$ cat config.mk
export PLATFORM = sky130hd
export DESIGN_NAME = bpdn_ctrl
export DESIGN_NICKNAME = d
export VERILOG_FILES = /design/src/design/bpdn_pkg.sv /design/src/design/bpdn_ctrl.sv
export SDC_FILE = /design/constraint.sdc
export NUM_CORES = 1
export LEC_CHECK = 0
export BUFFER_PORTS_ARGS = -buffer_cell sky130_fd_sc_hd__buf_2
export CAP_MARGIN = 25
export CORE_AREA = 2 2 39 41
export DETAILED_ROUTE_END_ITERATION = 10
export DIE_AREA = 0 0 41 43
export SYNTH_ARGS = -nofsm -noshare
export SYNTH_HDL_FRONTEND = slang
export SYNTH_SLANG_ARGS = --single-unit
$ cat constraint.sdc
create_clock -name aclk -period 1.05 [get_ports aclk]
set_input_delay 0.1575 -clock aclk [delete_from_list [all_inputs] [get_ports aclk]]
set_output_delay 0.1575 -clock aclk [all_outputs]
set_load 0.05 [all_outputs]
$ cat src/design/bpdn_pkg.sv
// ----------------------------------------------------------------------------
// bpdn_pkg
// types and constants shared by the deepest node finder modules
// ----------------------------------------------------------------------------
package bpdn_pkg;

    localparam int KEY_W       = 32;
    localparam int LEVEL_W     = 10;
    localparam int M_TDATA_W   = 48;
    localparam logic [LEVEL_W-1:0] LEVEL_MAX = 10'd1023;

    typedef logic signed [KEY_W-1:0] key_t;
    typedef logic [LEVEL_W-1:0]      level_t;

    typedef struct packed {
        key_t   key;
        level_t level;
    } entry_t;

    // controller to datapath
    typedef struct packed {
        logic load;      // capture input word
        logic start;     // root of a new sequence
        logic push_gt;   // push above top
        logic pop;       // drop top, fetch next one
        logic load_top;  // take fetched entry as top
        logic push_pop;  // push below last popped entry
        logic emit;      // load result register
    } cmd_t;

    // datapath to controller
    typedef struct packed {
        logic start;
        logic gt;
        logic lt;
        logic empty;
        logic last;
    } status_t;

    function automatic level_t level_inc(input level_t lvl);
        level_inc = (lvl == LEVEL_MAX) ? LEVEL_MAX : lvl + level_t'(1);
    endfunction

endpackage

$ cat src/design/bpdn_ctrl.sv
// ----------------------------------------------------------------------------
// bpdn_ctrl
// sequencer for the stack walk and the result handshake
// ----------------------------------------------------------------------------
module bpdn_ctrl (
    input  logic              aclk,
    input  logic              aresetn,
    input  logic              s_tvalid,
    output logic              s_tready,
    output logic              m_tvalid,
    input  logic              m_tready,
    input  bpdn_pkg::status_t status,
    output bpdn_pkg::cmd_t    cmd
);

    localparam logic [2:0] S_IDLE = 3'd0;
    localparam logic [2:0] S_EVAL = 3'd1;
    localparam logic [2:0] S_LOAD = 3'd2;
    localparam logic [2:0] S_POP  = 3'd3;
    localparam logic [2:0] S_HOLD = 3'd4;

    logic [2:0] state_reg, state_next;
    logic       out_valid_reg, out_valid_next;
    logic       can_emit;
    logic       finish;

    assign can_emit = !out_valid_reg || m_tready;
    assign s_tready = (state_reg == S_IDLE);
    assign m_tvalid = out_valid_reg;

    always_comb begin
        cmd        = '0;
        state_next = state_reg;
        finish     = 1'b0;
        case (state_reg)
            S_IDLE: begin
                if (s_tvalid) begin
                    cmd.load   = 1'b1;
                    state_next = S_EVAL;
                end
            end
            S_EVAL: begin
                if (status.start) begin
                    cmd.start = 1'b1;
                    finish    = 1'b1;
                end else if (status.gt) begin
                    cmd.push_gt = 1'b1;
                    finish      = 1'b1;
                end else if (status.lt) begin
                    cmd.pop    = 1'b1;
                    state_next = S_LOAD;
                end else begin
                    finish = 1'b1;
                end
            end
            S_LOAD: begin
                cmd.load_top = 1'b1;
                state_next   = S_POP;
            end
            S_POP: begin
                if (!status.empty && status.lt) begin
                    cmd.pop    = 1'b1;
                    state_next = S_LOAD;
                end else begin
                    cmd.push_pop = 1'b1;
                    finish       = 1'b1;
                end
            end
            S_HOLD: begin
                if (can_emit) begin
                    cmd.emit   = 1'b1;
                    state_next = S_IDLE;
                end
            end
            default: begin
                state_next = S_IDLE;
            end
        endcase

        if (finish) begin
            if (!status.last) begin
                state_next = S_IDLE;
            end else if (can_emit) begin
                cmd.emit   = 1'b1;
                state_next = S_IDLE;
            end else begin
                state_next = S_HOLD;
            end
        end
    end

    assign out_valid_next = cmd.emit || (out_valid_reg && !m_tready);

    always_ff @(posedge aclk) begin
        if (!aresetn) begin
            state_reg     <= S_IDLE;
            out_valid_reg <= 1'b0;
        end else begin
            state_reg     <= state_next;
            out_valid_reg <= out_valid_next;
        end
    end

endmodule

Word level (Yosys, flattened, before mapping)
Index checks and enable logic that the tools add are counted.
{"block": "word_totals", "regBits": 4, "output_inout_bits": 9, "elab_cells": 53}
{"block": "op_classes", "n_eq_ne": 10, "muxes": 32, "n_reduce_logical": 9}
{"cell": "$mux 3", "n": 9}
{"cell": "$mux 1", "n": 18}
{"cell": "$ne 3x3->1 const B", "n": 5}
{"cell": "$pmux 3 s5", "n": 1}
{"cell": "$eq 3x2->1 const B", "n": 2}
{"cell": "$reduce_and 6->1", "n": 1}
{"cell": "$mux 2", "n": 2}
{"cell": "$pmux 1 s2", "n": 2}
{"cell": "$eq 3x1->1 const B", "n": 1}
{"cell": "$eq 3x3->1 const B", "n": 1}
{"cell": "$logic_not 1->1", "n": 3}
{"cell": "$logic_not 3->1", "n": 1}
{"cell": "$ne 3x2->1 const B", "n": 1}
{"cell": "$logic_and 1x1->1", "n": 2}
{"cell": "$logic_or 1x1->1", "n": 2}

Depth between registers and ports, before layout
{"block": "depth", "depth_word": 8, "ltp_mapped": 4, "ltp_nobuf": 3}

Worst setup path after synthesis
Ideal clock, no wire load.
{"block": "synth_timing", "path_type": "flip-flop to output port", "startpoint": "register state_reg[0]", "endpoint": "output cmd[6] (netlist name)", "t_arrival_ps": 2120, "path_slack_ps": -1228, "path_stages_with_launch": 4, "n_path_buf": 1, "cell_sequence": "dfxtp_1 > buf_4 > nor3_1 > and2_1"}
{"element": "start, declared", "line_no": "bpdn_ctrl.sv:22", "rtl": "logic [2:0] state_reg, state_next;"}
{"element": "start signal, assigned", "line_no": "bpdn_ctrl.sv:99", "rtl": "state_reg <= state_next;"}
{"element": "end, declared", "line_no": "bpdn_ctrl.sv:13", "rtl": "output bpdn_pkg::cmd_t cmd"}

==> out/results.txt <==
mapped cell area = 297 um^2
DRC errors left = 0
number of synthesized register bits = 4
synthesized instance count = 36
post-synthesis compound-gate area fraction = 24.9%
Antenna Nets Post-Route = 0
max reg flops = 3
post-layout util = 54.0%
GRT Overall Usage = 13.9%
Leak = 0.345 nW
fraction of layout cells with a size suffix above 1 = 81.1%
Via Count = 407
XOR/XNOR Fraction of Synth Area = 0%
post-synthesis adder-cell area fraction = 0%
Tcrit/Tclk final = 144%
fraction of registers with async set/reset = 0%
post-synthesis cell type count = 24
WP data arrival = 1.36 ns
DR WL/cell = 11.4 um
area delta synth->final = 152%
Clk pwr share = 26.8%
Synth area leader = dfxtp_1
IR drop worst, VDD = 0.799 mV
Post-synth EDFFs = 0
crit path launch type = register
Hold Vio Cnt, Final = 0
Pwr per Cell Area = 944 nW/um^2
TritonCTS buffer count = 3
post-detailed-placement half-perimeter wirelength = 698 um
pre-CTS setup slack = -0.362 ns
Slew Limit Fails = 0
Die W = 41 um
Syn. warnings = 0
first-pass GRT wire length = 1.61 mm
H-tree levels = 1
crit path time final = 1.51 ns
synthesized net count = 45
Core Box Area = 1380 um^2
I/O Pins = 18
CTS Hold Bufs = 0
Detailed Route WL = 1.02 mm
total iterations of the first detailed-routing run = 2
TritonCTS clock tree = done
internal power = 0.463 mW
worst min-delay path class = in2reg
initial DRC count = 1
n_diodes = 0
vias in the first global route = 407
crit-path max FO = 4
simple logic cell fraction of the synthesized area = 40.1%
Commonest cells post-synth = dfxtp_1 (4), nor3_1 (4), inv_1 (3)
post-synthesis mux area share = 0%
Vias/cell = 4.52
Slew HR = 76.8%
row count = 14
status = complete, but fails checks
critical path start-end classification = reg2out
Die Height = 43 um
Switching Share = 34.3%
hold slack final = 0.211 ns
Starting Density = 21.4%
Worst setup EP type = output pin
slew of the pin with the lowest slew margin = 0.347 ns
combinational fraction of design power = 49.6%
Fill cells = 129
port bufs = 17
grt ovf = 0
CP required = 0.89 ns
maxcap violations = 0
largest family of logic cells by synthesized area = simple AND/OR/NAND/NOR gates
largest net degree at the start of global routing = 7
gpl congestion = 0.749
RSZ-0062 raised after global routing = true
post-layout net count = 85
Clock Root Buffer = clkbuf_4
initial antenna violation count = 0
clock sinks = 4
Seq/Total Area, Yosys = 27.0%
PnR worst setup slack = -0.463 ns
FMAX = 661 MHz
share of the synthesized area in the top cell type = 27.0%
register clock-pin slew on the reported worst setup and hold paths = 0.04 ns
Worst-Skew Late Latency = 0.24 ns
Sequential Power Share = 23.6%
Final Setup Violations = 12
Switch Pwr = 0.242 mW
Synth area leaders = dfxtp_1 (27%), nor3_1 (6.8%), nor3b_1 (5.1%), a31oi_1 (4.2%), and2_1 (4.2%)
syn avg cell area = 8.24 um^2
clock buffer depth = 2
clk_skew = 0.00731 ns
violated checks = negative setup slack
die area = 1760 um^2
Top FF cell, synth = dfxtp_1
power groups by stage:
stage | Clock (mW) | Combinational (mW) | Sequential [mW]
6_report | 0.189 | 0.350 | 0.167
5_1_grt | 0.206 | 0.370 | 0.168
3_5_place_dp | 0 | 0.262 | 0.172
4_1_cts | 0.194 | 0.321 | 0.166
2_1_floorplan | 0 | 0.171 | 0.174
3_3_place_gp | 0 | 0.261 | 0.172
layout make-up:
type	instances	area (um^2)	share of cell area, %
inverters	3	11.3	1.51
flip-flops and latches	4	88.8	11.9
multi-input cells	27	282	37.7
well taps	16	20.0	2.68
clock buffers	3	22.5	3.02
repair buffers	37	323	43.2
worst max-delay path: stages, from the launching register on:
cell and delay, ns:
dfxtp_2 0.32, buf_4 0.14, nor3b_2 0.21, a41oi_2 0.09, a21boi_4 0.18, buf_6 0.17
per-stage QoR:
stage / area [um^2] / instances / power, mW / TNS [ns]
2_1_floorplan: 357 / 36 / 0.345 / -1.79
3_3_place_gp: 541 / 80 / 0.433 / -2.52
3_5_place_dp: 541 / 80 / 0.434 / -2.76
4_1_cts: 698 / 87 / 0.681 / -3.32
5_1_grt: 747 / 90 / 0.744 / -4.15
6_report: 747 / 90 / 0.705 / -3.42
cells by family after synthesis:
| kind of cell | count (synthesis) |
|---|---|
| buffers and inverters | 5 |
| AO/OA/AOI/OAI | 10 |
| AND/OR/NAND/NOR | 17 |
| flip-flops | 4 |
placed cells by master, fill, tap and decap left out, types with 2 or more instances in the layout:
cell type  netlist  final
nor3_2           0      2
buf_2            1      9
buf_4            1     14
a31oi_1          2      2
inv_1            3      2
nor3b_2          1      2
nor3_4           0      2
buf_6            0     10
clkbuf_4         0      3
nand2b_1         2      2
buf_8            0      4
dfxtp_4          0      2
per-layer routing:
layer	track usage [%]	vias to the layer above	part of all wire, %
li1	-	211	-
met5	0	-	0
met2	22.8	15	54
met3	7.85	0	6.9
met4	2.00	0	0
met1	15.1	181	39
timing repair:
item	CTS	global route
pin swaps	9	6
endpoints found under the setup margin	12	12
resized for setup	33	8
setup buffers	5	3
path summary, 6_finish.rpt:
path	start	to	slack (ns)	depth (start not counted)
setup / recovery	state_reg[0]	cmd[0]	-0.46	5
hold / removal	aresetn	state_reg[2]	0.21	3
setup reg to reg	state_reg[2]	state_reg[2]	-0.27	5
hold reg to reg	m_tvalid	state_reg[2]	0.53	2
Power figures use the tool's default switching activity.
